==> config.mk <==
export PLATFORM = sky130hd
export DESIGN_NAME = overwriting_byte_ring_buffer
export DESIGN_NICKNAME = d
export VERILOG_FILES = /design/src/hdl/obrb_pkg.sv /design/src/hdl/obrb_ram.sv /design/src/hdl/obrb_ctrl.sv /design/src/hdl/obrb_dp.sv /design/src/hdl/overwriting_byte_ring_buffer.sv
export SDC_FILE = /design/constraint.sdc
export NUM_CORES = 2
export LEC_CHECK = 0
export ABC_AREA = 1
export BUFFER_PORTS_ARGS = -buffer_cell sky130_fd_sc_hd__buf_2
export CAP_MARGIN = 20
export CORE_MARGIN = 4
export CORE_UTILIZATION = 35
export CTS_CLUSTER_DIAMETER = 40
export DETAILED_ROUTE_END_ITERATION = 6
export GPL_ROUTABILITY_DRIVEN = 0
export SLEW_MARGIN = 20
export SYNTH_ARGS = -nofsm -noshare
export SYNTH_HDL_FRONTEND = slang
export SYNTH_SLANG_ARGS = --single-unit
==> constraint.sdc <==
create_clock -name i_clk -period 3.3 [get_ports i_clk]
set_input_delay 0 -clock i_clk [delete_from_list [all_inputs] [get_ports i_clk]]
set_output_delay 0 -clock i_clk [all_outputs]
set_load 0.01 [all_outputs]
==> src/hdl/obrb_pkg.sv <==
package obrb_pkg;

    localparam int DEPTH  = 256;
    localparam int PTR_W  = $clog2(DEPTH);
    localparam int CNT_W  = $clog2(DEPTH + 1);
    localparam int BYTE_W = 8;
    localparam int WM_W   = CNT_W + 2;

    localparam logic [CNT_W-1:0] CAP_RESET = CNT_W'(DEPTH);
    localparam logic [CNT_W-1:0] CAP_MAX   = CNT_W'(DEPTH);
    localparam logic [CNT_W-1:0] CAP_MIN   = CNT_W'(1);

    localparam logic KIND_PUT = 1'b0;
    localparam logic KIND_GET = 1'b1;

    typedef enum logic [0:0] {
        ST_IDLE,
        ST_FINISH
    } t_state;

    typedef struct packed {
        logic accept;
        logic load;
    } t_cmd;

    typedef struct packed {
        logic out_free;
    } t_status;

    function automatic logic [CNT_W-1:0] eff_cap(input logic [CNT_W-1:0] cap);
        logic [CNT_W-1:0] c;
        c = cap;
        if (c < CAP_MIN) begin
            c = CAP_MIN;
        end
        if (c > CAP_MAX) begin
            c = CAP_MAX;
        end
        return c;
    endfunction

    function automatic logic [PTR_W-1:0] advance(input logic [PTR_W-1:0] p,
                                                 input logic [CNT_W-1:0] cap);
        logic [CNT_W-1:0] n;
        n = {{(CNT_W-PTR_W){1'b0}}, p} + CNT_W'(1);
        if (n >= cap) begin
            return '0;
        end
        return n[PTR_W-1:0];
    endfunction

endpackage

==> src/hdl/obrb_ram.sv <==
module obrb_ram #(
    parameter int WIDTH = 8,
    parameter int DEPTH = 256
) (
    input  logic                     i_clk,
    input  logic                     i_wr_en,
    input  logic [$clog2(DEPTH)-1:0] i_wr_addr,
    input  logic [WIDTH-1:0]         i_wr_data,
    input  logic                     i_rd_en,
    input  logic [$clog2(DEPTH)-1:0] i_rd_addr,
    output logic [WIDTH-1:0]         o_rd_data
);

    logic [WIDTH-1:0] r_mem [DEPTH];
    logic [WIDTH-1:0] r_rd_data;

    always_ff @(posedge i_clk) begin
        if (i_wr_en) begin
            r_mem[i_wr_addr] <= i_wr_data;
        end
        if (i_rd_en) begin
            r_rd_data <= r_mem[i_rd_addr];
        end
    end

    assign o_rd_data = r_rd_data;

endmodule

==> src/hdl/obrb_ctrl.sv <==
module obrb_ctrl
    import obrb_pkg::*;
(
    input  logic    i_clk,
    input  logic    i_rst_n,
    input  logic    i_in_valid,
    input  t_status i_status,
    output logic    o_in_stall,
    output t_cmd    o_cmd
);

    t_state r_state;
    t_state n_state;

    always_ff @(posedge i_clk) begin
        if (!i_rst_n) begin
            r_state <= ST_IDLE;
        end else begin
            r_state <= n_state;
        end
    end

    always_comb begin
        n_state      = r_state;
        o_cmd.accept = 1'b0;
        o_cmd.load   = 1'b0;
        o_in_stall   = 1'b1;
        case (r_state)
            ST_IDLE: begin
                o_in_stall = 1'b0;
                if (i_in_valid) begin
                    o_cmd.accept = 1'b1;
                    n_state      = ST_FINISH;
                end
            end
            ST_FINISH: begin
                if (i_status.out_free) begin
                    o_cmd.load = 1'b1;
                    n_state    = ST_IDLE;
                end
            end
            default: begin
                n_state = ST_IDLE;
            end
        endcase
    end

`ifndef SYNTHESIS
    a_load_needs_room: assert property (@(posedge i_clk) disable iff (!i_rst_n)
        o_cmd.load |-> i_status.out_free)
        else $error("result loaded while output word still held");
    a_one_at_a_time: assert property (@(posedge i_clk) disable iff (!i_rst_n)
        o_cmd.accept |=> !o_cmd.accept)
        else $error("word accepted while previous one in flight");
    a_stall_after_accept: assert property (@(posedge i_clk) disable iff (!i_rst_n)
        o_cmd.accept |=> o_in_stall)
        else $error("input not stalled while word in flight");
`endif

endmodule

==> src/hdl/obrb_dp.sv <==
module obrb_dp
    import obrb_pkg::*;
(
    input  logic              i_clk,
    input  logic              i_rst_n,
    input  t_cmd              i_cmd,
    output t_status           o_status,
    input  logic              i_cfg_wr_en,
    input  logic [CNT_W-1:0]  i_cfg_wr_data,
    input  logic              i_kind,
    input  logic [BYTE_W-1:0] i_byte_in,
    input  logic              i_out_stall,
    output logic              o_out_valid,
    output logic [BYTE_W-1:0] o_byte_out,
    output logic              o_ok,
    output logic [CNT_W-1:0]  o_fill_count,
    output logic              o_is_empty,
    output logic              o_at_watermark
);

    logic [CNT_W-1:0]  r_cap;
    logic [PTR_W-1:0]  r_rd_ptr;
    logic [PTR_W-1:0]  r_wr_ptr;
    logic [CNT_W-1:0]  r_held;
    logic [PTR_W-1:0]  n_rd_ptr;
    logic [PTR_W-1:0]  n_wr_ptr;
    logic [CNT_W-1:0]  n_held;
    logic              n_ok;
    logic              n_rd_ok;

    logic              r_pend_rd_ok;
    logic              r_pend_ok;
    logic [CNT_W-1:0]  r_pend_cnt;
    logic              r_pend_wm;

    logic              r_out_valid;
    logic [BYTE_W-1:0] r_out_byte;
    logic              r_out_ok;
    logic [CNT_W-1:0]  r_out_cnt;
    logic              r_out_wm;

    logic [CNT_W-1:0]  cap;
    logic [WM_W-1:0]   wm_lhs;
    logic [WM_W-1:0]   wm_rhs;
    logic              ram_wr_en;
    logic              ram_rd_en;
    logic [BYTE_W-1:0] ram_rd_data;

    assign cap = eff_cap(r_cap);

    always_comb begin
        n_rd_ptr = r_rd_ptr;
        n_wr_ptr = r_wr_ptr;
        n_held   = r_held;
        n_ok     = 1'b1;
        n_rd_ok  = 1'b0;
        if (i_kind == KIND_PUT) begin
            n_wr_ptr = advance(r_wr_ptr, cap);
            if (r_held < cap) begin
                n_held = r_held + CNT_W'(1);
            end else begin
                n_rd_ptr = advance(r_rd_ptr, cap);
                n_ok     = 1'b0;
            end
        end else begin
            if (r_held != '0) begin
                n_rd_ptr = advance(r_rd_ptr, cap);
                n_held   = r_held - CNT_W'(1);
                n_rd_ok  = 1'b1;
            end else begin
                n_ok = 1'b0;
            end
        end
    end

    // exact 3/4 test: 4*count == 3*capacity
    assign wm_lhs = {n_held, 2'b00};
    assign wm_rhs = {2'b00, cap} + {1'b0, cap, 1'b0};

    assign ram_wr_en = i_cmd.accept && (i_kind == KIND_PUT);
    assign ram_rd_en = i_cmd.accept && (i_kind == KIND_GET);

    obrb_ram #(
        .WIDTH (BYTE_W),
        .DEPTH (DEPTH)
    ) u_ram (
        .i_clk     (i_clk),
        .i_wr_en   (ram_wr_en),
        .i_wr_addr (r_wr_ptr),
        .i_wr_data (i_byte_in),
        .i_rd_en   (ram_rd_en),
        .i_rd_addr (r_rd_ptr),
        .o_rd_data (ram_rd_data)
    );

    always_ff @(posedge i_clk) begin
        if (!i_rst_n) begin
            r_cap    <= CAP_RESET;
            r_rd_ptr <= '0;
            r_wr_ptr <= '0;
            r_held   <= '0;
        end else begin
            if (i_cfg_wr_en) begin
                r_cap <= i_cfg_wr_data;
            end
            if (i_cmd.accept) begin
                r_rd_ptr <= n_rd_ptr;
                r_wr_ptr <= n_wr_ptr;
                r_held   <= n_held;
            end
        end
    end

    always_ff @(posedge i_clk) begin
        if (i_cmd.accept) begin
            r_pend_rd_ok <= n_rd_ok;
            r_pend_ok    <= n_ok;
            r_pend_cnt   <= n_held;
            r_pend_wm    <= (wm_lhs == wm_rhs);
        end
        if (i_cmd.load) begin
            r_out_byte <= r_pend_rd_ok ? ram_rd_data : '0;
            r_out_ok   <= r_pend_ok;
            r_out_cnt  <= r_pend_cnt;
            r_out_wm   <= r_pend_wm;
        end
    end

    always_ff @(posedge i_clk) begin
        if (!i_rst_n) begin
            r_out_valid <= 1'b0;
        end else if (i_cmd.load) begin
            r_out_valid <= 1'b1;
        end else if (!i_out_stall) begin
            r_out_valid <= 1'b0;
        end
    end

    assign o_status.out_free = !r_out_valid || !i_out_stall;

    assign o_out_valid    = r_out_valid;
    assign o_byte_out     = r_out_byte;
    assign o_ok           = r_out_ok;
    assign o_fill_count   = r_out_cnt;
    assign o_is_empty     = (r_out_cnt == '0);
    assign o_at_watermark = r_out_wm;

`ifndef SYNTHESIS
    a_held_bound: assert property (@(posedge i_clk) disable iff (!i_rst_n)
        r_held <= CAP_MAX)
        else $error("fill count above depth");
    a_put_grows: assert property (@(posedge i_clk) disable iff (!i_rst_n)
        i_cmd.accept && (i_kind == KIND_PUT) && (r_held < cap)
        |=> r_held == $past(r_held) + CNT_W'(1))
        else $error("put below capacity did not grow count");
    a_empty_get: assert property (@(posedge i_clk) disable iff (!i_rst_n)
        i_cmd.accept && (i_kind == KIND_GET) && (r_held == '0)
        |=> (r_held == '0) && !r_pend_ok && !r_pend_rd_ok)
        else $error("get on empty buffer changed state");
`endif

endmodule

==> src/hdl/overwriting_byte_ring_buffer.sv <==
// Overwriting byte ring buffer.
// Input channel: i_in_valid / o_in_stall carry one word of i_kind (0 put,
// 1 get) and i_byte_in. Output channel: o_out_valid / i_out_stall carry one
// result word: o_byte_out, o_ok, o_fill_count, o_is_empty, o_at_watermark.
// A word moves at a clock edge where valid is high and stall is low.
// Capacity (1..256, out-of-range values clamp) is written through
// i_cfg_wr_en / i_cfg_wr_data; write it only while the buffer is idle.
// A put into a full buffer drops the oldest byte and returns ok = 0.
// A taken word's result waits in the pending registers and is loaded into
// the output register once the previous result has left the output.
// A new word is taken only after the last one's result has been loaded;
// the output register frees the input side while a result waits, so a
// word is taken during a stall but its result waits behind it.
// Reset (synchronous, active low) empties the buffer, zeroes the pointers
// and sets capacity to 256; the byte store itself is not cleared.
module overwriting_byte_ring_buffer
    import obrb_pkg::*;
(
    input  logic              i_clk,
    input  logic              i_rst_n,
    input  logic              i_cfg_wr_en,
    input  logic [CNT_W-1:0]  i_cfg_wr_data,
    input  logic              i_in_valid,
    output logic              o_in_stall,
    input  logic              i_kind,
    input  logic [BYTE_W-1:0] i_byte_in,
    output logic              o_out_valid,
    input  logic              i_out_stall,
    output logic [BYTE_W-1:0] o_byte_out,
    output logic              o_ok,
    output logic [CNT_W-1:0]  o_fill_count,
    output logic              o_is_empty,
    output logic              o_at_watermark
);

    t_cmd    cmd;
    t_status status;

    obrb_ctrl u_ctrl (
        .i_clk      (i_clk),
        .i_rst_n    (i_rst_n),
        .i_in_valid (i_in_valid),
        .i_status   (status),
        .o_in_stall (o_in_stall),
        .o_cmd      (cmd)
    );

    obrb_dp u_dp (
        .i_clk          (i_clk),
        .i_rst_n        (i_rst_n),
        .i_cmd          (cmd),
        .o_status       (status),
        .i_cfg_wr_en    (i_cfg_wr_en),
        .i_cfg_wr_data  (i_cfg_wr_data),
        .i_kind         (i_kind),
        .i_byte_in      (i_byte_in),
        .i_out_stall    (i_out_stall),
        .o_out_valid    (o_out_valid),
        .o_byte_out     (o_byte_out),
        .o_ok           (o_ok),
        .o_fill_count   (o_fill_count),
        .o_is_empty     (o_is_empty),
        .o_at_watermark (o_at_watermark)
    );

endmodule

After elaboration in Yosys (flattened, before gate mapping)
Memories as Yosys holds them, arrays and structs flattened. A register that Yosys moved wholly into a read port is not among the register bits.
Cells that the tools add are included.
{ "classes": {"n_addsub": 5, "multipliers": 0, "div": 0, "n_lt_le_gt_ge": 5, "n_eq_ne": 4, "shifts": 0, "n_mux": 34, "n_bitwise": 2, "reduce_logical": 9} }
{ "op_table": {"columns": ["op", "count"], "rows": [
  ["$mux 8", 8],
  ["$mux 9", 5],
  ["$mux 1", 20],
  ["$add 8x1->9 const B", 2],
  ["$ge 9x9->1", 2],
  ["$add 9x10->11", 1],
  ["$eq 11x11->1", 1],
  ["$add 9x1->9 const B", 1],
  ["$gt 9x9->1 const B", 1],
  ["$logic_not 9->1", 1],
  ["$lt 9x1->1 const B", 1],
  ["$lt 9x9->1", 1],
  ["$reduce_bool 9->1", 1],
  ["$sub 9x1->9 const B", 1],
  ["$ne 2x1->1 const B", 2],
  ["$reduce_and 3->1", 1],
  ["$logic_and 1x1->1", 2],
  ["$logic_not 1->1", 2],
  ["$ne 2x2->1 const B", 1],
  ["$not 1->1", 2],
  ["$pmux 1 s2", 1],
  ["$reduce_and 2->1", 1],
  ["$logic_or 1x1->1", 1]
]} }
{ "totals": {"regBits": 67, "latch_bits": 0, "ram_bits": 2048, "rom_bits": 0, "in_bits": 23, "out_inout_bits": 22, "elab_cells": 74, "mem_count": 1} }
{ "memory_table": {"columns": ["name", "words", "word_bits", "rd", "rd_ports_with_merged_regs", "wr", "line_no", "rtl"], "rows": [
  ["u_dp.u_ram.r_mem", 256, 8, 1, 1, 1, "obrb_ram.sv:14", "logic [WIDTH-1:0] r_mem [DEPTH];"]
]} }

Depth between registers and ports, before layout
{ "logic_depth": {"depth_word": 11, "mapped_depth": 24, "depth_no_buf": 24} }

By module
A second synthesis with hierarchy kept.
{ "unflattened": {"cells_unflattened": 7570, "hier_area_um2": 87820.5} }
{ "modules_own_cells": {"columns": ["mod", "n_inst", "cells_per_inst", "area_per_inst_um2"], "rows": [
  ["obrb_ram", 1, 7003, 83476.3],
  ["obrb_dp", 1, 559, 4295.4],
  ["obrb_ctrl", 1, 8, 48.8]
]} }

Worst setup path after synthesis
No wires, ideal clock.
{ "synth_path": {"path_kind": "flip-flop to flip-flop", "from": "register u_dp.r_cap[5]", "to": "register u_dp.r_pend_wm (data pin)", "setup_ps": 255, "arrival_time_ps": 2373, "required_time_ps": 3045, "path_slack_ps": 672, "path_stages_with_launch": 18, "n_path_buf": 0, "synth_period_minus_slack_ps": 2628, "path_cell_list": "dfxtp_1 -> nor2_1 -> nand2_1 -> nor2_1 -> a21oi_1 -> inv_1 -> nand2_1 -> inv_1 -> ha_1 -> a21oi_1 -> nor2_1 -> a211oi_1 -> nand2_1 -> nand2_1 -> nand2_1 -> a21o_1 -> xor2_1 -> nor2_1"} }
{ "synth_via": {"elab_chain_len": 8, "elab_cells_between_ends": 9} }
{ "synth_rtl": {"columns": ["element", "line_no", "rtl"], "rows": [
  ["start, declared", "obrb_dp.sv:21", "logic [CNT_W-1:0] r_cap;"],
  ["start signal, assigned", "obrb_dp.sv:104", "r_cap <= i_cfg_wr_data;"],
  ["$lt 9x1->1", "obrb_pkg.sv:33", "if (c < CAP_MIN) begin"],
  ["$mux 9 *", "obrb_pkg.sv:33", null],
  ["$gt 9x9->1", "obrb_pkg.sv:36", "if (c > CAP_MAX) begin"],
  ["$mux 9 *", "obrb_pkg.sv:36", null],
  ["$lt 9x9->1", "obrb_dp.sv:59", "if (r_held < cap) begin"],
  ["$mux 9", "obrb_dp.sv:59", null],
  ["$mux 9", "obrb_dp.sv:57", "if (i_kind == KIND_PUT) begin"],
  ["$eq 11x11->1 *", "obrb_dp.sv:119", "r_pend_wm <= (wm_lhs == wm_rhs);"],
  ["end signal, assigned", "obrb_dp.sv:119", null],
  ["end, declared", "obrb_dp.sv:34", "logic r_pend_wm;"]
]} }
Mark *: on every way between the ends. The rest lies on a longest branch, timed or not.
A chain may end at the register's enable or synchronous reset.

==> qor.txt <==
Clk pwr share -> 0.455
Net switching power -> 14.8 mW
Syn. warnings -> 0
Worst-path clk slew -> 0.06 ns
Sequential share of power -> 0.469
Maximum buffer depth of the clock tree -> 4
Lkg Pwr -> 34.3 nW
Via/cell ratio -> 5.47
Root Driver -> clkbuf_16
IO Count -> 45
DR WL/cell -> 23.1 µm
Status -> completed
Synthesized cell area -> 86100 µm²
Top cells by area, synth -> edfxtp_1 (73%), o21ai_0 (6.0%), nor2_1 (5.7%), o22ai_1 (3.5%), nand3_1 (2.9%)
Initial antenna violation count -> 7
Maximum clock rate -> 323 MHz
1st-pass router iterations -> 5
Core box area -> 244000 µm²
Netlist cell types -> 43
Antenna Nets Post-Route -> 0
Share of cells above drive strength 1 -> 0.125
Nets -> 7331
FFs w/ async S/R, synth -> 0
Die span in x -> 504 µm
Most frequent cell after synthesis -> edfxtp_1
Area delta synth->final -> 18.2%
Skew-Pair Late Insertion Delay -> 0.92 ns
Relative slew slack -> 0.236
Post-synth top area cell -> edfxtp_1
All-Layer GR Usage -> 0.187
Total gr overflow -> 0
Via count -> 58.4k
Period utilization -> 0.938
# fillers -> 22.2k
Placed insts -> 10.1k
Post-Syn Instances -> 6938
Standard-cell row count -> 181
Commonest cells post-synth -> edfxtp_1 (2087), nor2_1 (1317), o21ai_0 (1037)
Combinational share of power -> 0.076
Multi-input gate area -> 20100 µm²
Final Hold Viols -> 0
Final worst path period need -> 3.09 ns
Synth Area per Inst -> 12.4 µm²
Starting DRT DRC Count -> 6646
CTS Buf Count -> 274
Largest net degree at the start of global routing -> 116
Nature of the critical path endpoint -> register
Vias in the first global route -> 56.1k
Final Non-Filler Cells -> 10.7k
Sequential area share after synthesis -> 0.736
Setup crit start kind -> register
Cell Int Power -> 48.7 mW
IO Port Bufs -> 44
Seq cells post-synth -> 2123
Endpoints failing setup -> 0
Worst VDD drop -> 0.000534 V
Die H -> 504 µm
Initial Utilization -> 0.353
Worst Hold Class -> in2reg
Critical path type -> reg2reg
Half-perimeter wire length after placement -> 145000 µm
H-tree lvl count -> 5
DR DRC count -> 0
Syn nets -> 7003
Die area -> 254000 µm²
EDFF count, synth -> 2087
Slew Viols, Final -> 0
Clock tree sinks -> 2123
Number of max-cap violations -> 0
CP required -> 3.93 ns
Worst slew pin tran -> 1.14 ns
Post-synth top area share -> 0.728
Cell Pwr Density -> 624 nW/µm²
Switching Fraction -> 0.233
Critical Path AT -> 3.72 ns
First-pass GRT wire length -> 365000 µm
Top FF cell, synth -> edfxtp_1
TritonCTS clock tree -> done
Setup TNS -> 0 ns
Max FO, Critical Path -> 59
FF+latch area -> 63400 µm²
WL final -> 246000 µm
Fin Clk Skew -> 0.0721 ns
[stage by stage]
step	utilization	hold slack, ns	power (mW)	instance area (µm²)	worst slack (ns)
after detailed placement	0.379	0.230	35.0	92400	0.246
final	0.417	0.107	63.5	102000	0.206
after global placement	0.379	0.234	35.0	92400	0.227
after global routing	0.417	0.0808	65.6	102000	-0.00834
after CTS	0.417	0.0351	63.9	102000	0.228
after floorplan	-	0.0989	33.2	86100	0.672
[registers in the layout, summed over array words and instances (netlist names)]
signal                count
u_dp.o_out_valid          1
u_dp.r_held               9
u_dp.o_byte_out           8
u_ctrl.r_state            1
u_dp.o_fill_count         9
u_dp.r_pend_cnt           9
u_dp.r_rd_ptr             8
u_dp.r_pend_ok            1
u_dp.r_wr_ptr             8
u_dp.u_ram.o_rd_data      8
u_dp.r_pend_wm            1
u_dp.o_at_watermark       1
u_dp.o_ok                 1
u_dp.r_pend_rd_ok         1
u_dp.r_cap                9
u_dp.u_ram.r_mem       2048
[repair_timing]
item,in CTS,in global routing
hold endpoints to repair,1994,0
resized for setup,0,6
endpoints found under the setup margin,0,12
buffers inserted,0,1
hold buffers,54,0
[routing by layer]
layer / wire length (µm) / GRT usage / vias up
li1: - / - / 26200
met1: 104000 / 0.264 / 29100
met2: 113000 / 0.291 / 2650
met3: 21200 / 0.0341 / 461
met4: 7780 / 0.0607 / 2
met5: 10 / 0 / -
[critical path, cell delays in order (launching register included)]
cell and delay (ns):
dfxtp_4 0.57, inv_16 0.18, buf_4 0.32, o21ai_0 0.17, o22ai_1 0.10, o211ai_1 0.38, nand3_1 0.22, nand3_1 0.20
nand3_1 0.30, nand3_1 0.17, nand2_1 0.07
[cell usage in the layout, fill, tap and decap left out, types with 11 or more instances in the layout]
master         instances
xor2_1                19
clkbuf_1              31
dfxtp_1               31
inv_6                 21
buf_12                66
nand2_1              617
mux2i_1               11
clkinvlp_4            16
nand3_1              486
o211ai_1              37
nor3_1                16
o221ai_1              32
a21oi_1               52
dlygate4sd3_1         54
ha_1                  41
o21ai_0             1037
nand4_1               12
clkbuf_16            282
bufinv_16             23
buf_2                 36
buf_4                383
nor2_1              1313
edfxtp_1            2087
clkinv_2              28
clkinv_1              41
inv_1                100
o22ai_1              480
clkinv_4              15
[power groups by stage]
stage	Combinational, mW	Sequential, mW	Clock (mW)
4_1_cts	4.78	29.8	29.3
6_report	4.80	29.8	28.9
3_3_place_gp	4.64	30.3	0
3_5_place_dp	4.71	30.3	0
5_1_grt	5.30	29.8	30.5
2_1_floorplan	2.85	30.3	0
[worst paths after layout]
check	start	end	slack [ns]	depth (start not counted)
hold reg to reg	u_dp.r_pend_cnt[7]	u_dp.o_fill_count[7]	0.41	0
hold / removal	i_rst_n	u_dp.r_rd_ptr[0]	0.11	4
setup reg to reg	u_dp.r_rd_ptr[0]	u_dp.u_ram.o_rd_data[7]	0.21	10
setup / recovery	u_dp.r_rd_ptr[0]	u_dp.u_ram.o_rd_data[7]	0.21	10
[area by class of cell]
cell class / instances / area share
Sequential cell: 2123 / 0.623
Multi-Input combinational cell: 4207 / 0.197
Clock buffer: 315 / 0.0707
Timing Repair Buffer: 547 / 0.0495
Tap cell: 3202 / 0.0394
Clock inverter: 153 / 0.0155
Inverter: 113 / 0.00450
Antenna cell: 2 / 0.0000492
[cells by family (layout without fill, tap and decap cells)]
family / count (synthesis) / count (layout) / share of synthesized area
compound gates: 1656 / 1656 / 0.106
xor+xnor: 20 / 20 / 0.00203
fa+ha+maj: 42 / 42 / 0.00619
buf+inv: 608 / 1128 / 0.0311
flops: 2123 / 2123 / 0.736
mux: 11 / 11 / 0.00128
other cells: 0 / 2 / 0
simple gates: 2478 / 2478 / 0.117
(Power assumes the default switching activity.)
